$ cat src/rtl/spkd_pkg.sv
package spkd_pkg;

    localparam int unsigned ROW_IDX_W = 4;
    localparam int unsigned ROW_W     = 16;
    localparam int unsigned MS_W      = 16;
    localparam int unsigned DEB_W     = 8;
    localparam int unsigned START_W   = 4;
    localparam int unsigned END_W     = 5;
    localparam int unsigned CFG_IDX_W = 2;
    localparam int unsigned CFG_DAT_W = 8;

    typedef enum logic [CFG_IDX_W-1:0] {
        CFG_DEBOUNCE_MS = 2'd0,
        CFG_SPDT_START  = 2'd1,
        CFG_SPDT_END    = 2'd2,
        CFG_UNUSED      = 2'd3
    } t_cfg_idx;

    localparam logic [DEB_W-1:0]   DEBOUNCE_MS_RST = 8'd5;
    localparam logic [START_W-1:0] SPDT_START_RST  = 4'd0;
    localparam logic [END_W-1:0]   SPDT_END_RST    = 5'd16;

    // spdt region bounds handed to the row evaluator
    typedef struct packed {
        logic [START_W-1:0] start_row;
        logic [END_W-1:0]   end_row;
    } t_spdt_cfg;

    // outcome of one row evaluation
    typedef struct packed {
        logic [ROW_W-1:0] cooked;
        logic             changed;
        logic             copied;
    } t_row_res;

endpackage

$ cat src/rtl/spkd_row_eval.sv
module spkd_row_eval (
    input  logic [spkd_pkg::ROW_IDX_W-1:0] i_row,
    input  logic [spkd_pkg::ROW_W-1:0]     i_cur,
    input  logic [spkd_pkg::ROW_W-1:0]     i_raw,
    input  logic [spkd_pkg::ROW_W-1:0]     i_nc,
    input  logic                           i_expired,
    input  spkd_pkg::t_spdt_cfg            i_cfg,
    output spkd_pkg::t_row_res             o_res
);
    import spkd_pkg::*;

    logic [END_W-1:0] span;
    logic [END_W-1:0] no_end;
    logic [END_W-1:0] row_x;
    logic             is_spdt;
    logic [ROW_W-1:0] delta;
    logic [ROW_W-1:0] flip;

    always_comb begin
        // empty span when the end row sits at or below the start row
        span    = (i_cfg.end_row > {1'b0, i_cfg.start_row}) ?
                  (i_cfg.end_row - {1'b0, i_cfg.start_row}) : '0;
        no_end  = {1'b0, i_cfg.start_row} + (span >> 1);
        row_x   = {1'b0, i_row};
        is_spdt = (i_row >= i_cfg.start_row) && (row_x < no_end);
        delta   = i_raw ^ i_cur;
        flip    = delta & (i_raw ^ i_nc);

        o_res.cooked  = i_cur;
        o_res.changed = 1'b0;
        o_res.copied  = 1'b0;
        if (is_spdt) begin
            o_res.cooked  = i_cur ^ flip;
            o_res.changed = |flip;
        end else if ((|delta) && i_expired) begin
            o_res.cooked  = i_raw;
            o_res.changed = 1'b1;
            o_res.copied  = 1'b1;
        end
    end

endmodule

$ cat src/rtl/spdt_key_matrix_debounce.sv
// channel | handshake                  | payload
// --------+----------------------------+-------------------------------------------
// in      | i_in_valid / o_in_stall    | i_row_index i_raw_row i_paired_nc_row
//         |                            | i_scan_changed i_now_ms
// out     | o_out_valid / i_out_stall  | o_cooked_row o_row_changed o_pass_changed
// cfg     | i_cfg_valid / o_cfg_ready  | i_cfg_index i_cfg_data
//
// one row a cycle sustained while the output is not stalled; the edge that accepts a
// transaction reads the cooked row memory into the read stage, which evaluates the row,
// writes it back and loads the output register once that register is not stalled
// reset is synchronous and clears the control state, the config registers and
// the per-row valid bits, so the cooked rows read as released straight away
// a stalled output register holds; o_in_stall rises only while it is full and stalled
module spdt_key_matrix_debounce #(
    parameter int ROWS = 16,
    parameter int COLS = 16
) (
    input  logic                           i_clk,
    input  logic                           i_rst_n,

    input  logic                           i_in_valid,
    output logic                           o_in_stall,
    input  logic [spkd_pkg::ROW_IDX_W-1:0] i_row_index,
    input  logic [spkd_pkg::ROW_W-1:0]     i_raw_row,
    input  logic [spkd_pkg::ROW_W-1:0]     i_paired_nc_row,
    input  logic                           i_scan_changed,
    input  logic [spkd_pkg::MS_W-1:0]      i_now_ms,

    output logic                           o_out_valid,
    input  logic                           i_out_stall,
    output logic [spkd_pkg::ROW_W-1:0]     o_cooked_row,
    output logic                           o_row_changed,
    output logic                           o_pass_changed,

    input  logic                           i_cfg_valid,
    output logic                           o_cfg_ready,
    input  logic [spkd_pkg::CFG_IDX_W-1:0] i_cfg_index,
    input  logic [spkd_pkg::CFG_DAT_W-1:0] i_cfg_data
);
    import spkd_pkg::*;

    localparam int AW = $clog2(ROWS);
    localparam logic [5:0] ROWS_N = 6'(ROWS);
    // columns past COLS never reach the cooked bits
    localparam logic [ROW_W-1:0] KEEP_COLS =
        (COLS >= ROW_W) ? {ROW_W{1'b1}} : ROW_W'((32'd1 << COLS) - 32'd1);

    // config registers
    logic [DEB_W-1:0] r_debounce_ms;
    t_spdt_cfg        r_spdt;

    // global debounce state
    logic             r_timer_running;
    logic [MS_W-1:0]  r_timer_start;
    logic             r_pass_expired;
    logic             r_pass_any;
    logic             n_timer_running;
    logic [MS_W-1:0]  n_timer_start;
    logic             n_pass_expired;
    logic             n_pass_any;

    // cooked row store with a valid bit per row
    logic [ROW_W-1:0] r_mem [ROWS];
    logic [ROW_W-1:0] r_rd_data;
    logic [ROWS-1:0]  r_row_vld;

    // read stage
    logic                 r_s1_vld;
    logic [ROW_IDX_W-1:0] r_s1_row;
    logic [ROW_W-1:0]     r_s1_raw;
    logic [ROW_W-1:0]     r_s1_nc;
    logic                 r_s1_changed;
    logic [MS_W-1:0]      r_s1_now;
    logic                 r_s1_in_range;
    logic                 r_s1_rvld;
    logic                 r_s1_fwd;

    // last write, forwarded to a read issued on the same edge
    logic [ROW_W-1:0] r_fwd_data;

    // output register
    logic             r_out_vld;
    logic [ROW_W-1:0] r_out_cooked;
    logic             r_out_row_changed;
    logic             r_out_pass_changed;

    logic             in_accept;
    logic             adv1;
    logic             in_range_in;
    logic [AW-1:0]    rd_addr;
    logic [AW-1:0]    s1_addr;
    logic             wr_en;
    logic [ROW_W-1:0] s1_cur;
    logic [MS_W-1:0]  elapsed;
    logic             row0;
    logic             exp_eff;
    logic             any_eff;
    logic [ROW_W-1:0] cooked_out;
    logic             row_changed;
    t_row_res         row_res;

    assign adv1        = r_s1_vld && (!r_out_vld || !i_out_stall);
    assign o_in_stall  = r_s1_vld && !adv1;
    assign in_accept   = i_in_valid && !o_in_stall;
    assign in_range_in = {2'b00, i_row_index} < ROWS_N;
    assign rd_addr     = AW'({1'b0, i_row_index});
    assign s1_addr     = AW'({1'b0, r_s1_row});
    assign o_cfg_ready = 1'b1;

    // never-written rows read as released keys
    always_comb begin
        if (r_s1_fwd) begin
            s1_cur = r_fwd_data;
        end else if (r_s1_rvld) begin
            s1_cur = r_rd_data;
        end else begin
            s1_cur = '0;
        end
    end

    spkd_row_eval u_row_eval (
        .i_row     (r_s1_row),
        .i_cur     (s1_cur),
        .i_raw     (r_s1_raw),
        .i_nc      (r_s1_nc),
        .i_expired (exp_eff),
        .i_cfg     (r_spdt),
        .o_res     (row_res)
    );

    always_comb begin
        // row zero opens a pass: expiry is decided once here
        row0    = (r_s1_row == '0);
        elapsed = r_s1_now - r_timer_start;
        exp_eff = row0 ? (r_timer_running && (elapsed >= {8'h00, r_debounce_ms}))
                       : r_pass_expired;
        any_eff = row0 ? 1'b0 : r_pass_any;

        n_timer_running = r_timer_running;
        n_timer_start   = r_timer_start;
        n_pass_expired  = exp_eff;
        cooked_out      = '0;
        row_changed     = 1'b0;
        wr_en           = 1'b0;

        if (r_s1_changed) begin
            // changed scan restarts the timer and leaves the row alone
            n_timer_running = 1'b1;
            n_timer_start   = r_s1_now;
            n_pass_expired  = 1'b0;
            if (r_s1_in_range) begin
                cooked_out = s1_cur;
            end
        end else if (r_s1_in_range) begin
            cooked_out  = row_res.cooked;
            row_changed = row_res.changed;
            wr_en       = adv1;
            if (row_res.copied) begin
                n_timer_running = 1'b0;
            end
        end
        n_pass_any = any_eff || row_changed;
    end

    // config writes
    always_ff @(posedge i_clk) begin
        if (!i_rst_n) begin
            r_debounce_ms    <= DEBOUNCE_MS_RST;
            r_spdt.start_row <= SPDT_START_RST;
            r_spdt.end_row   <= SPDT_END_RST;
        end else if (i_cfg_valid && o_cfg_ready) begin
            unique case (t_cfg_idx'(i_cfg_index))
                CFG_DEBOUNCE_MS: r_debounce_ms    <= i_cfg_data;
                CFG_SPDT_START:  r_spdt.start_row <= i_cfg_data[START_W-1:0];
                CFG_SPDT_END:    r_spdt.end_row   <= i_cfg_data[END_W-1:0];
                default: ;
            endcase
        end
    end

    // memory: one read port at transaction time, one write port at evaluation
    always_ff @(posedge i_clk) begin
        if (in_accept && in_range_in) begin
            r_rd_data <= r_mem[rd_addr];
        end
        if (wr_en) begin
            r_mem[s1_addr] <= row_res.cooked;
            r_fwd_data     <= row_res.cooked;
        end
    end

    always_ff @(posedge i_clk) begin
        if (!i_rst_n) begin
            r_row_vld <= '0;
        end else if (wr_en) begin
            r_row_vld[s1_addr] <= 1'b1;
        end
    end

    // read stage payload
    always_ff @(posedge i_clk) begin
        if (in_accept) begin
            r_s1_row      <= i_row_index;
            r_s1_raw      <= i_raw_row & KEEP_COLS;
            r_s1_nc       <= i_paired_nc_row & KEEP_COLS;
            r_s1_changed  <= i_scan_changed;
            r_s1_now      <= i_now_ms;
            r_s1_in_range <= in_range_in;
            r_s1_rvld     <= in_range_in && r_row_vld[rd_addr];
            r_s1_fwd      <= wr_en && (s1_addr == rd_addr);
        end
    end

    // control and global state
    always_ff @(posedge i_clk) begin
        if (!i_rst_n) begin
            r_s1_vld        <= 1'b0;
            r_out_vld       <= 1'b0;
            r_timer_running <= 1'b0;
            r_timer_start   <= '0;
            r_pass_expired  <= 1'b0;
            r_pass_any      <= 1'b0;
        end else begin
            if (in_accept) begin
                r_s1_vld <= 1'b1;
            end else if (adv1) begin
                r_s1_vld <= 1'b0;
            end
            if (adv1) begin
                r_out_vld       <= 1'b1;
                r_timer_running <= n_timer_running;
                r_timer_start   <= n_timer_start;
                r_pass_expired  <= n_pass_expired;
                r_pass_any      <= n_pass_any;
            end else if (!i_out_stall) begin
                r_out_vld <= 1'b0;
            end
        end
    end

    // output register payload
    always_ff @(posedge i_clk) begin
        if (adv1) begin
            r_out_cooked       <= cooked_out;
            r_out_row_changed  <= row_changed;
            r_out_pass_changed <= n_pass_any;
        end
    end

    assign o_out_valid    = r_out_vld;
    assign o_cooked_row   = r_out_cooked;
    assign o_row_changed  = r_out_row_changed;
    assign o_pass_changed = r_out_pass_changed;

endmodule

$ cat config.mk
export PLATFORM = sky130hd
export DESIGN_NAME = spdt_key_matrix_debounce
export DESIGN_NICKNAME = d
export VERILOG_FILES = /design/src/rtl/spkd_pkg.sv /design/src/rtl/spkd_row_eval.sv /design/src/rtl/spdt_key_matrix_debounce.sv
export SDC_FILE = /design/constraint.sdc
export NUM_CORES = 1
export LEC_CHECK = 0
export ABC_CLOCK_PERIOD_IN_PS = 13880
export CAP_MARGIN = 20
export CORE_MARGIN = 2
export CORE_UTILIZATION = 25
export CTS_CLUSTER_DIAMETER = 100
export DETAILED_ROUTE_END_ITERATION = 10
export DONT_BUFFER_PORTS = 1
export SLEW_MARGIN = 20
export SYNTH_ARGS = -nofsm -noshare
export SYNTH_HDL_FRONTEND = slang
export SYNTH_HIERARCHICAL = 1
export SYNTH_SLANG_ARGS = --single-unit
$ cat constraint.sdc
create_clock -name i_clk -period 13.88 [get_ports i_clk]
set_input_delay 2.776 -clock i_clk [delete_from_list [all_inputs] [get_ports i_clk]]
set_output_delay 2.776 -clock i_clk [all_outputs]
set_load 0.03 [all_outputs]
# After elaboration in Yosys (flattened, before gate mapping)
# Memory sizes are Yosys's and may differ from the RTL's. A register that Yosys moved wholly into a read port is not among the register bits.
# Cells that the tools add are included.
# totals
reg_bits	143
out_inout_bits	21
wordCells	90
mem_bits_rw	256
in_bits	68
n_memories	1
# op_classes
n_mux	24
n_eq_ne	4
add_sub_neg	3
reduce_logical	25
n_bitwise	5
n_lt_le_gt_ge	7
# mem_list
memory	words	width	read_ports	rd_ports_with_merged_regs	write_ports	line	rtl
r_mem	16	16	1	1	1	spdt_key_matrix_debounce.sv:63	logic [ROW_W-1:0] r_mem [ROWS];
# ops
op	count
$mux W16	3
$xor A16 B16 Y16	3
$reduce_or A16 Y1	2
$mux W18	1
$mux W17	1
$and A16 B16 Y16	1
$ge A16 B8 Y1	1
$mux W1	16
$or A16 B16 Y16	1
$sub A16 B16 Y16	1
$lt A4 B5 Y1 const B	2
$reduce_and A2 Y1	5
$logic_and A1 B1 Y1	8
$add A4 B4 Y5	1
$gt A5 B4 Y1	1
$lt A4 B5 Y1	1
$mux W5	1
$sub A5 B4 Y5	1
$bmux W1 S4	1
$demux W1 S4	1
$eq A4 B4 Y1	1
$ge A4 B1 Y1 const B	1
$ge A4 B4 Y1	1
$logic_not A1 Y1	4
7 further kinds	9

# Depth between registers and ports, before layout
# Gate-level depths: netlist (run 1).
# logic_depth
ltp_word	9
ltp_mapped	24

# Hierarchy
# The synthesis (run 1) kept the hierarchy.
# by_module_without_submodules
module	area_each_um2	cells_per_inst	n_inst	seq_area_each_um2
spdt_key_matrix_debounce	16271.9	878	1	11921.4
spkd_row_eval	1611.5	227	1	0.0

# Worst setup path before layout (run 1)
# OpenSTA, ideal clock, no wires.
# synth_path
path_type	in2reg
from	in i_out_stall
to	reg r_rd_data[0] (read register of r_mem), enable pin
arrival_ns	6.252
stages	2
setup_slack_ns	7.120
setup_ns	0.508
required_ns	13.372
path_cell_list	and3_1 > nor2b_1
# synth_between
elab_chain_len	7
# synth_rtl
element	line	rtl
start, declared	spdt_key_matrix_debounce.sv:30	input logic i_out_stall,
$logic_not A1 Y1	-	
$logic_or A1 B1 Y1	spdt_key_matrix_debounce.sv:102	assign adv1 = r_s1_vld && (!r_out_vld || !i_out_stall);
$logic_and A1 B1 Y1	spdt_key_matrix_debounce.sv:102	
$logic_not A1 Y1	spdt_key_matrix_debounce.sv:103	assign o_in_stall = r_s1_vld && !adv1;
$logic_and A1 B1 Y1	spdt_key_matrix_debounce.sv:103	
$logic_not A1 Y1	spdt_key_matrix_debounce.sv:104	assign in_accept = i_in_valid && !o_in_stall;
$logic_and A1 B1 Y1	spdt_key_matrix_debounce.sv:104	
via in_accept	spdt_key_matrix_debounce.sv:87	logic in_accept;
end, declared	spdt_key_matrix_debounce.sv:64	logic [ROW_W-1:0] r_rd_data;
# The timed path passes the listed nets, and every way through them passes these cells.
# A chain may end at the register's enable or synchronous reset.

# Worst setup path in the final report (run 1)
# layout_path
from	in i_out_stall
to	out o_in_stall
# layout_between
elab_chain_len	5
# layout_rtl
element	line	rtl
$logic_not A1 Y1	-	
$logic_or A1 B1 Y1	spdt_key_matrix_debounce.sv:102	
$logic_and A1 B1 Y1	spdt_key_matrix_debounce.sv:102	
$logic_not A1 Y1	spdt_key_matrix_debounce.sv:103	
$logic_and A1 B1 Y1	spdt_key_matrix_debounce.sv:103	
end, declared	spdt_key_matrix_debounce.sv:22	output logic o_in_stall,
# No other way between the ends.

==> results of run 1 <==
-- synthesized netlist by cell type (all sizes together), types with 2 or more instances --
cell	count	area [sq um]
a211o	19	174
a211oi	5	37.5
a21boi	19	143
a21o	7	52.6
a21oi	23	115
a221o	2	20.0
a221oi	2	23.8
a22o	15	131
a31o	2	17.5
a31oi	2	12.5
a41oi	18	165
and3	6	38.8
buf	18	108
clkbuf	31	116
dfxtp	54	1080
edfxtp	361	10800
fa	3	60.1
ha	38	475
inv	40	150
mux2	16	180
mux2i	12	120
mux4	85	1910
nand2	89	334
nand2b	17	106
nand3	4	20.0
nand3b	5	37.5
nand4	6	37.5
nor2	51	191
nor2b	23	151
nor3	7	35.0
nor3b	2	15.0
nor4	4	25.0
o211ai	3	22.5
o21a	21	158
o21ai	13	65.1
o21bai	2	15.0
o221ai	2	17.5
o22ai	14	87.6
o311a	16	163
o41ai	2	25.0
or2b	3	22.5
xnor2	26	228
xor2	9	78.8
-- sequential cells by signal, indices dropped and copies added (netlist names), 4 cells and up --
signal         flops
r_timer_start     16
r_spdt             9
r_debounce_ms      8
r_row_vld         16
r_s1_raw          16
r_rd_data         16
r_s1_row           4
r_fwd_data        16
r_s1_now          16
r_s1_nc           16
o_cooked_row      16
r_mem            256
-- routing by layer --
layer	vias to the layer above	track usage, %
met5	-	0
met2	284	19.9
met4	0	3.35
met3	55	2.36
li1	4410	-
met1	4989	13.7
-- layout by cell type (no fill, tap or decap), drive strengths merged, types with 18 or more instances in the layout --
master / instances
edfxtp: 361
nand2: 89
mux4: 85
clkbuf: 56
dfxtp: 54
nor2: 51
inv: 43
ha: 38
xnor2: 26
buf: 26
a21oi: 23
nor2b: 23
o21a: 21
a21boi: 19
a211o: 19
a41oi: 18
-- kinds of logic after synthesis --
logic type               Yosys count
AO/OA/AOI/OAI                    191
XOR/XNOR                          35
adder cells (fa/ha/maj)           41
buffers and inverters             89
flip-flops                       415
multiplexers                     113
other                              1
AND/OR/NAND/NOR                  220
-- stage by stage --
step | instance area, sq um | worst slack, ns | instances | hold WS [ns] | power [W]
floorplan | 17900 | 7.12 | 1105 | 0.435 | 0.00169
global placement | 19100 | 7.91 | 2032 | 0.441 | 0.00175
detailed placement | 19100 | 7.91 | 2032 | 0.453 | 0.00176
CTS | 20400 | 7.91 | 2109 | 0.465 | 0.00285
global route | 20400 | 7.75 | 2109 | 0.480 | 0.00291
finish | 20400 | 7.91 | 2109 | 0.466 | 0.00282
-- worst register-to-register path, stage by stage (launching register included) --
cell and delay [ns]:
dfxtp_1 0.42, inv_1 0.15, ha_1 0.31, nor2b_1 0.14, o21ai_0 0.22, a21boi_0 0.19
o21ai_0 0.32, a21boi_0 0.16, ha_1 0.23, fa_1 0.43, xnor2_1 0.14, ha_1 0.29
a21oi_1 0.15, o21ai_0 0.11, o21ai_2 0.12, buf_4 0.38, and2_1 0.79, o311a_1 0.73
mux2_2 0.28
-- layout make-up --
type / instances / area [sq um] / area share, %
Clock inverter: 21 / 154 / 0.754
Timing Repair Buffer: 26 / 195 / 0.957
Sequential cell: 415 / 11900 / 58.4
Clock buffer: 56 / 1150 / 5.62
Multi-Input combinational cell: 601 / 5650 / 27.7
Inverter: 40 / 150 / 0.736
Tap cell: 950 / 1190 / 5.83
-- worst paths after layout --
check,startpoint,slack [ns],end
max,i_out_stall,7.91,o_in_stall
min reg2reg,r_timer_start[3],0.47,r_timer_start[3]
min,r_timer_start[3],0.47,r_timer_start[3]
max reg2reg,r_spdt[6],8.19,o_cooked_row[3]
-- power breakdown --
part / internal, W / leakage [nW] / switching [W] / total (W)
logic: 0.000103 / 2.21 / 0.000166 / 0.000269
clock network: 0.000605 / 0.636 / 0.000478 / 0.00108
registers: 0.00144 / 3.79 / 0.0000270 / 0.00147
==> out/metrics.cfg, run 1 <==
[finish]
area_growth_pct=14.1
n_antenna_cell=0
final_nets=1236
fillerInstances=7064
layout-drive-gt1-share_pct=18.3
fin_util_pct=28.7

[power]
p_per_area_mw_per_mm2=138
peakVddDrop_uv=107
power_leakage_nw=6.63

[critical_path]
crit_slowest_cell=and3_1
critPathCaptureType=output pin
crit_path_max_fanout=3
crit_cells=1
crit_family=simple AND/OR/NAND/NOR gates
slowest_delay_ns=0.42
crit_chain=and3_1
cp.arrival_ns=3.20
rr_worst_depth=18
critPathBufInv=0
cp-start-kind=input pin
worstPathRequired_ns=11.10
crit_type=in2out

[timing]
tightest_slew_ns=1.13
layout_min_cycle_time_ns=5.97
hold_viol_final=0
rsz0062_at_grt=false
slew_viol_final=0
tns_ns=0
clock.fmax_mhz=167
finalSetupViolCount=0
finalCritPeriodShare_pct=43.0
slew_headroom_pct=24.2
finClkSkew_ns=0.0187

[global_route]
grt_max_degree=72
grt_pass1_vias=9779
grt_usage_pct=11.2
gr-total-overflow=0
antenna_found_initial=0
grt_pass1_wl_um=62500

[clock_network]
clkSinkCount=415
cts_buffers=43
cts_tree=yes
cts-resized-gates=0
path_clk_slew_ns=0.05
post_cts.repair.setup_buffers=0
cts-root-buf=clkbuf_16
insertion_delay_ns=0.57
cts_hold_buf=0
cts_buffer_depth=3
cts-htree-levels=2

[yosys]
yosys.area_share.simple_pct=5.80
synth_edf_count=361
synthAdderAreaFrac_pct=2.99
synth.distinct_cells=64
yosys_warnings=6
seq_area_frac_synth_pct=66.7
synth_mux_area_share_pct=12.4
synth_ff_type=edfxtp_1
syn_area_per_cell_sq_um=16.2
synth.ff_latch_count=415
synth_top_family_by_area=multiplexers
synth-xor-area-share_pct=1.71
synth_compound_area_share_pct=8.33
synth_fp_nets=1214
synthArstFlopShare_pct=0
syn_inst=1105
netlist_area_sq_mm=0.0179

[floorplan]
num_rows=98
die_area_sq_mm=0.0737
chipWidth_um=271
initial_utilization_pct=25.1
fp.coreArea_sq_mm=0.0711
die_y_um=271
ios=89

[routing]
ant_nets=0
wl_met1_um=17100
dr.pass1.iters=6
drt_drc_violations_left=0
met2WireLength_um=21600
wire_per_inst_um=19.9
num_vias=9738
routed_via_density=4.62
dr.max_layer_used=met4
wl_um=41900
wl_met3_um=2140
drt_iter0_markers=691

[min_path]
holdPathStages=2
hold_path_class=reg2reg

[placed_design]
dp_hpwl_um=26400
gp_congestion=0.769
place.port_buffers=0

[job]
drv_cap=0

[run_status]
status=finished clean

Note: power is estimated with default switching activity, not from simulation.
==> run 2, diff against run 1 <==
- ABC_CLOCK_PERIOD_IN_PS: 13880 -> 5300
- clock period: 13.88 -> 5.3 ns (I/O delays scaled with it)
==> out/metrics.cfg, run 2 (same netlist as run 1, synthesis figures left out) <==
[run_status]
status=finished clean  ; unchanged

[clock_network]
insertion_delay_ns=0.56  ; was 0.57 ns
cts-resized-gates=0  ; unchanged
cts-root-buf=clkbuf_16  ; unchanged
clkSinkCount=415  ; unchanged
cts_buffer_depth=3  ; unchanged
post_cts.repair.setup_buffers=0  ; unchanged
cts-htree-levels=2  ; unchanged
cts_hold_buf=0  ; unchanged
path_clk_slew_ns=0.06  ; was 0.05 ns
cts_tree=yes  ; unchanged
cts_buffers=41  ; was 43

[global_route]
grtUsageMet2_pct=20.5  ; was 19.9%
grt_pass1_vias=10000  ; was 9,779
use_met1_pct=13.4  ; was 13.7%
gr-total-overflow=0  ; unchanged
grt_max_degree=71  ; was 72
grt_pass1_wl_um=63000  ; was 62,500 um
grt-busiest-layer=met2  ; unchanged
antenna_found_initial=0  ; unchanged
grt_usage_pct=11.2  ; about the same
grtUsageMet3_pct=2.09  ; was 2.36%

[finish]
final_nets=1259  ; was 1,236
area_growth_pct=15.1  ; was 14.1%
mostFrequentLayoutCell=edfxtp_1  ; unchanged
layout-drive-gt1-share_pct=20.1  ; was 18.3%
layout_common_cells=361 x edfxtp_1, 89 x nand2_1, 85 x mux4_2  ; unchanged
fillerInstances=7053  ; was 7,064
largest_register_ff_count=256  ; unchanged
top_register=r_mem  ; unchanged
final_cells=2126  ; was 2,109
n_antenna_cell=0  ; unchanged
fin_util_pct=28.9  ; was 28.7%

[timing]
slew_viol_final=0  ; unchanged
hold_viol_final=0  ; unchanged
finalSetupViolCount=0  ; unchanged
clock.fmax_mhz=202
layout_min_cycle_time_ns=4.95
finClkSkew_ns=0.0264  ; was 0.0187 ns
rsz0062_at_grt=false  ; unchanged
tightest_slew_ns=0.904  ; was 1.13 ns
slew_headroom_pct=39.8  ; was 24.2%
tns_ns=0  ; unchanged
finalCritPeriodShare_pct=93.4
hold_ws_ns=0.461  ; was 0.466 ns

[floorplan]
chipWidth_um=271  ; unchanged
fp.coreArea_sq_mm=0.0711  ; unchanged
die_y_um=271  ; unchanged
num_rows=98  ; unchanged
ios=89  ; unchanged
die_area_sq_mm=0.0737  ; unchanged
initial_utilization_pct=25.1  ; unchanged

[critical_path]
crit_slowest_cell=o311a_2  ; was and3_1
crit_path_max_fanout=18  ; was 3
critPathCaptureType=flip-flop  ; was output pin
slowest_delay_ns=0.63  ; was 0.42 ns
worstPathRequired_ns=5.61  ; was 11.10 ns
critPathBufInv=1  ; was 0
cp.arrival_ns=5.26  ; was 3.20 ns
cp-start-kind=flip-flop  ; was input pin
crit_chain=inv_1 > ha_1 > nand2b_1 > a21oi_1 > nor3_1 > xnor2_1 > ha_1 > a21o_1 > a21o_1 > a211o_1 > a21oi_1 > o211ai_1 > nor4_1 > a41oi_2 > o41a_1 > o311a_2 > mux2_2  ; was and3_1
crit_family=compound AO/OA/AOI/OAI gates  ; was simple AND/OR/NAND/NOR gates
crit_type=reg2reg  ; was in2out

[power]
power_leakage_nw=6.76  ; was 6.63 nW
p_per_area_mw_per_mm2=361  ; was 138 mW/mm^2
p_sw_share_pct=23.5  ; was 23.8%
peakVddDrop_uv=299  ; was 107 uV
pwr-share-seq_pct=51.5  ; was 52.0%
p_clk_share_pct=38.5  ; was 38.4%
combPwrFrac_pct=10.0  ; was 9.5%
internal_power_w=0.00569  ; was 0.00215 W
p_switching_w=0.00175  ; was 0.000671 W

[routing]
wire_per_inst_um=19.6  ; was 19.9 um
routed_via_density=4.60  ; was 4.62
drt_drc_violations_left=0  ; unchanged
dr.pass1.iters=7  ; was 6
drt_iter0_markers=716  ; was 691
wl_um=41800  ; was 41,900 um
ant_nets=0  ; unchanged
num_vias=9786  ; was 9,738

[min_path]
hold_path_class=reg2reg  ; unchanged

[placed_design]
place.port_buffers=0  ; unchanged
gp_congestion=0.802  ; was 0.769
dp_hpwl_um=26600  ; was 26,400 um
place_inst=2057  ; was 2,032

[job]
drv_cap=0  ; unchanged

-- run 2: metal layers --
layer	wire [um]	vias up	share of wire, %
met5	0	-	0
met2	22100	235	53
met1	16800	5051	40
li1	-	4452	-
met4	789	0	1.9
met3	2010	48	4.8
-- run 2: power groups by stage --
stage                     logic (W)  registers (W)  clock network [W]
after floorplan            0.000543        0.00389                  0
after global placement     0.000713        0.00390                  0
after detailed placement   0.000740        0.00391                  0
after CTS                  0.000744        0.00384            0.00295
after global routing       0.000815        0.00384            0.00305
final                      0.000742        0.00384            0.00286
-- run 2: layout make-up --
class / count / area, sq um / share of cell area [%]
clock inverter: 19 / 210 / 1.02
multi-input combinational: 601 / 5640 / 27.4
timing repair buffer: 51 / 387 / 1.88
clock buffer: 50 / 1090 / 5.30
tap: 950 / 1190 / 5.77
inverter: 40 / 150 / 0.729
sequential: 415 / 11900 / 57.9
-- run 2: final timing paths --
path	startpoint	end	slack, ns	depth (start not counted)
worst max-delay path	r_timer_start[1]	o_cooked_row[15]	0.35	17
worst max register to register	r_timer_start[1]	o_cooked_row[15]	0.35	17
worst min-delay path	r_row_vld[8]	r_row_vld[8]	0.46	1
worst min register to register	r_row_vld[8]	r_row_vld[8]	0.46	1
-- run 2: metrics by stage --
step | total power, W | area (sq um) | worst slack [ns]
floorplan | 0.00443 | 17900 | 0.256
global placement | 0.00462 | 19300 | 0.364
detailed placement | 0.00465 | 19300 | 0.298
CTS | 0.00753 | 20600 | 0.272
global route | 0.00771 | 20600 | 0.0692
finish | 0.00744 | 20600 | 0.349
==> run 3, diff against run 2 <==
- ABC_CLOCK_PERIOD_IN_PS: 5300 -> unset
- CORE_MARGIN: 2 -> 1.5
==> out/metrics.cfg, run 3 (same netlist as run 1, synthesis figures left out) <==
[run_status]
status=finished clean  ; unchanged

[finish]
fillerInstances=6990  ; was 7,053
n_antenna_cell=0  ; unchanged
layout_common_cells=361 x edfxtp_1, 89 x nand2_1, 85 x mux4_2  ; unchanged
top_register=r_mem  ; unchanged
final_area_sq_mm=0.0206  ; about the same
layout-drive-gt1-share_pct=19.8  ; was 20.1%
mostFrequentLayoutCell=edfxtp_1  ; unchanged
area_growth_pct=15.5  ; was 15.1%
largest_register_ff_count=256  ; unchanged
final_nets=1248  ; was 1,259

[routing]
routed_via_density=4.69  ; was 4.60
drt_drc_violations_left=0  ; unchanged
wire_per_inst_um=20.3  ; was 19.6 um
wl_met3_um=2410  ; was 2010 um
ant_nets=0  ; unchanged
num_vias=9897  ; was 9,786
met2WireLength_um=22200  ; was 22,100 um
dr.max_layer_used=met4  ; unchanged
drt_iter0_markers=706  ; was 716
dr.pass1.iters=5  ; was 7
wl_met1_um=16900  ; was 16,800 um
wl_um=42800  ; was 41,800 um

[timing]
slew_headroom_pct=30.1  ; was 39.8%
finalCritPeriodShare_pct=92.2  ; was 93.4%
clock.fmax_mhz=205  ; was 202 MHz
layout_min_cycle_time_ns=4.89  ; was 4.95 ns
rsz0062_at_grt=false  ; unchanged
tightest_slew_ns=1.05  ; was 0.904 ns
layout_setup_ws_ns=0.412  ; was 0.349 ns
hold_viol_final=0  ; unchanged
finalSetupViolCount=0  ; unchanged
hold_ws_ns=0.461  ; about the same
slew_viol_final=0  ; unchanged
tns_ns=0  ; unchanged
finClkSkew_ns=0.0311  ; was 0.0264 ns

[global_route]
grt_usage_pct=11.6  ; was 11.2%
gr-total-overflow=0  ; unchanged
grt_max_degree=71  ; unchanged
antenna_found_initial=0  ; unchanged
grt_pass1_wl_um=64200  ; was 63,000 um
grt_pass1_vias=10100  ; was 10,000

[clock_network]
cts-htree-levels=2  ; unchanged
path_clk_slew_ns=0.06  ; about the same
clkSinkCount=415  ; unchanged
insertion_delay_ns=0.57  ; was 0.56 ns
cts_buffers=41  ; unchanged
cts_tree=yes  ; unchanged
cts-root-buf=clkbuf_16  ; unchanged
cts_buffer_depth=3  ; unchanged
cts_hold_buf=0  ; unchanged

[critical_path]
crit_type=reg2reg  ; unchanged
worstPathRequired_ns=5.61  ; about the same
rrSetupSlack_ns=0.41  ; was 0.35 ns
cp-start-kind=flip-flop  ; unchanged
cp.arrival_ns=5.20  ; was 5.26 ns
critPathCaptureType=flip-flop  ; unchanged
rr_worst_depth=19  ; was 17
r2r_end=o_cooked_row[12]  ; was o_cooked_row[15]
reg2reg_from=r_spdt[6]  ; was r_timer_start[1]
crit_path_max_fanout=18  ; unchanged

[placed_design]
dp_hpwl_um=26600  ; about the same
postPlaceCellArea_sq_mm=0.0192  ; was 0.0193 sq mm
dpl_worst_slack_ns=0.226  ; was 0.298 ns
place.port_buffers=0  ; unchanged
gp_congestion=0.815  ; was 0.802

[power]
p_per_area_mw_per_mm2=370  ; was 361 mW/mm^2
peakVddDrop_uv=282  ; was 299 uV
power_leakage_nw=6.77  ; was 6.76 nW

[floorplan]
chipWidth_um=270  ; was 271 um
ios=89  ; unchanged
die_y_um=270  ; was 271 um
num_rows=97  ; was 98
fp.coreArea_sq_mm=0.0704  ; was 0.0711 sq mm
die_area_sq_mm=0.0731  ; was 0.0737 sq mm
initial_utilization_pct=25.4  ; was 25.1%

[min_path]
hold_path.startpoint=r_row_vld[2]  ; was r_row_vld[8]
whs_endpoint=r_row_vld[2]  ; was r_row_vld[8]
holdPathStages=1  ; unchanged
hold_path_class=reg2reg  ; unchanged

[job]
drv_cap=0  ; unchanged

==> run 3: cell count changes in the layout (fill, tap and decap cells not counted), moves of 3 or more <==
cell | previous run | this run
bufinv_16 | 3 | 7
clkinv_1 | 4 | 11
buf_4 | 50 | 39
o311a_2 | 3 | 7
clkinv_16 | 0 | 3
o311a_1 | 13 | 9
==> run 3: area by class of cell <==
cell class,count,area (sq um),share of cell area (%)
Sequential cell,415,11900,57.7
Multi-Input combinational cell,601,5650,27.3
Tap cell,940,1180,5.70
Clock buffer,47,1060,5.13
Clock inverter,29,384,1.86
Timing Repair Buffer,40,313,1.51
Inverter,40,150,0.727
==> run 3: timing repair <==
item                       in CTS  in global routing
gates resized for setup         0                  6
setup buffers                   0                  0
setup endpoints to repair       0                 45
==> run 3: metal layers <==
layer | up-vias | global-route usage, %
li1 | 4441 | -
met3 | 76 | 2.47
met5 | - | 0
met4 | 0 | 3.98
met2 | 297 | 20.9
met1 | 5083 | 13.6
==> run 3: report_power, final <==
part / internal, W / total [W] / switching (W)
clock network: 0.00180 / 0.00306 / 0.00127
registers: 0.00376 / 0.00384 / 0.0000758
logic: 0.000297 / 0.000728 / 0.000431
total: 0.00586 / 0.00763 / 0.00177
==> run 3: worst max-delay path by stage <==
stage | startpoint | to | cells past startpoint
final | r_spdt[6] | o_cooked_row[12] | 19
after global routing | r_spdt[6] | r_pass_any | 21
after CTS | r_timer_start[1] | o_cooked_row[14] | 18
after detailed placement | r_timer_start[1] | o_cooked_row[14] | 18
after global placement | r_s1_now[0] | o_cooked_row[9] | 19
after floorplan | i_out_stall | r_rd_data[0] | 2
==> run 3: worst max-delay path: stages (launching register included) <==
cell      delay [ns]
dfxtp_1         0.41
inv_1           0.12
ha_1            0.31
nor2b_1         0.13
o21ai_0         0.11
a21boi_0        0.32
o21ai_0         0.19
a21oi_1         0.27
ha_1            0.28
a21o_1          0.18
a21oi_1         0.17
xor2_1          0.18
ha_1            0.21
nor2_1          0.05
a211oi_1        0.28
o21ai_2         0.13
and2_1          0.25
buf_4           0.24
o311a_2         0.53
mux2_2          0.30
==> run 3: stage by stage <==
stage	util [%]	cells	total power (W)
after floorplan	-	1105	0.00443
after global placement	27.3	2036	0.00460
after detailed placement	27.3	2036	0.00463
after CTS	29.3	2112	0.00770
after global routing	29.3	2112	0.00790
final	29.3	2112	0.00763
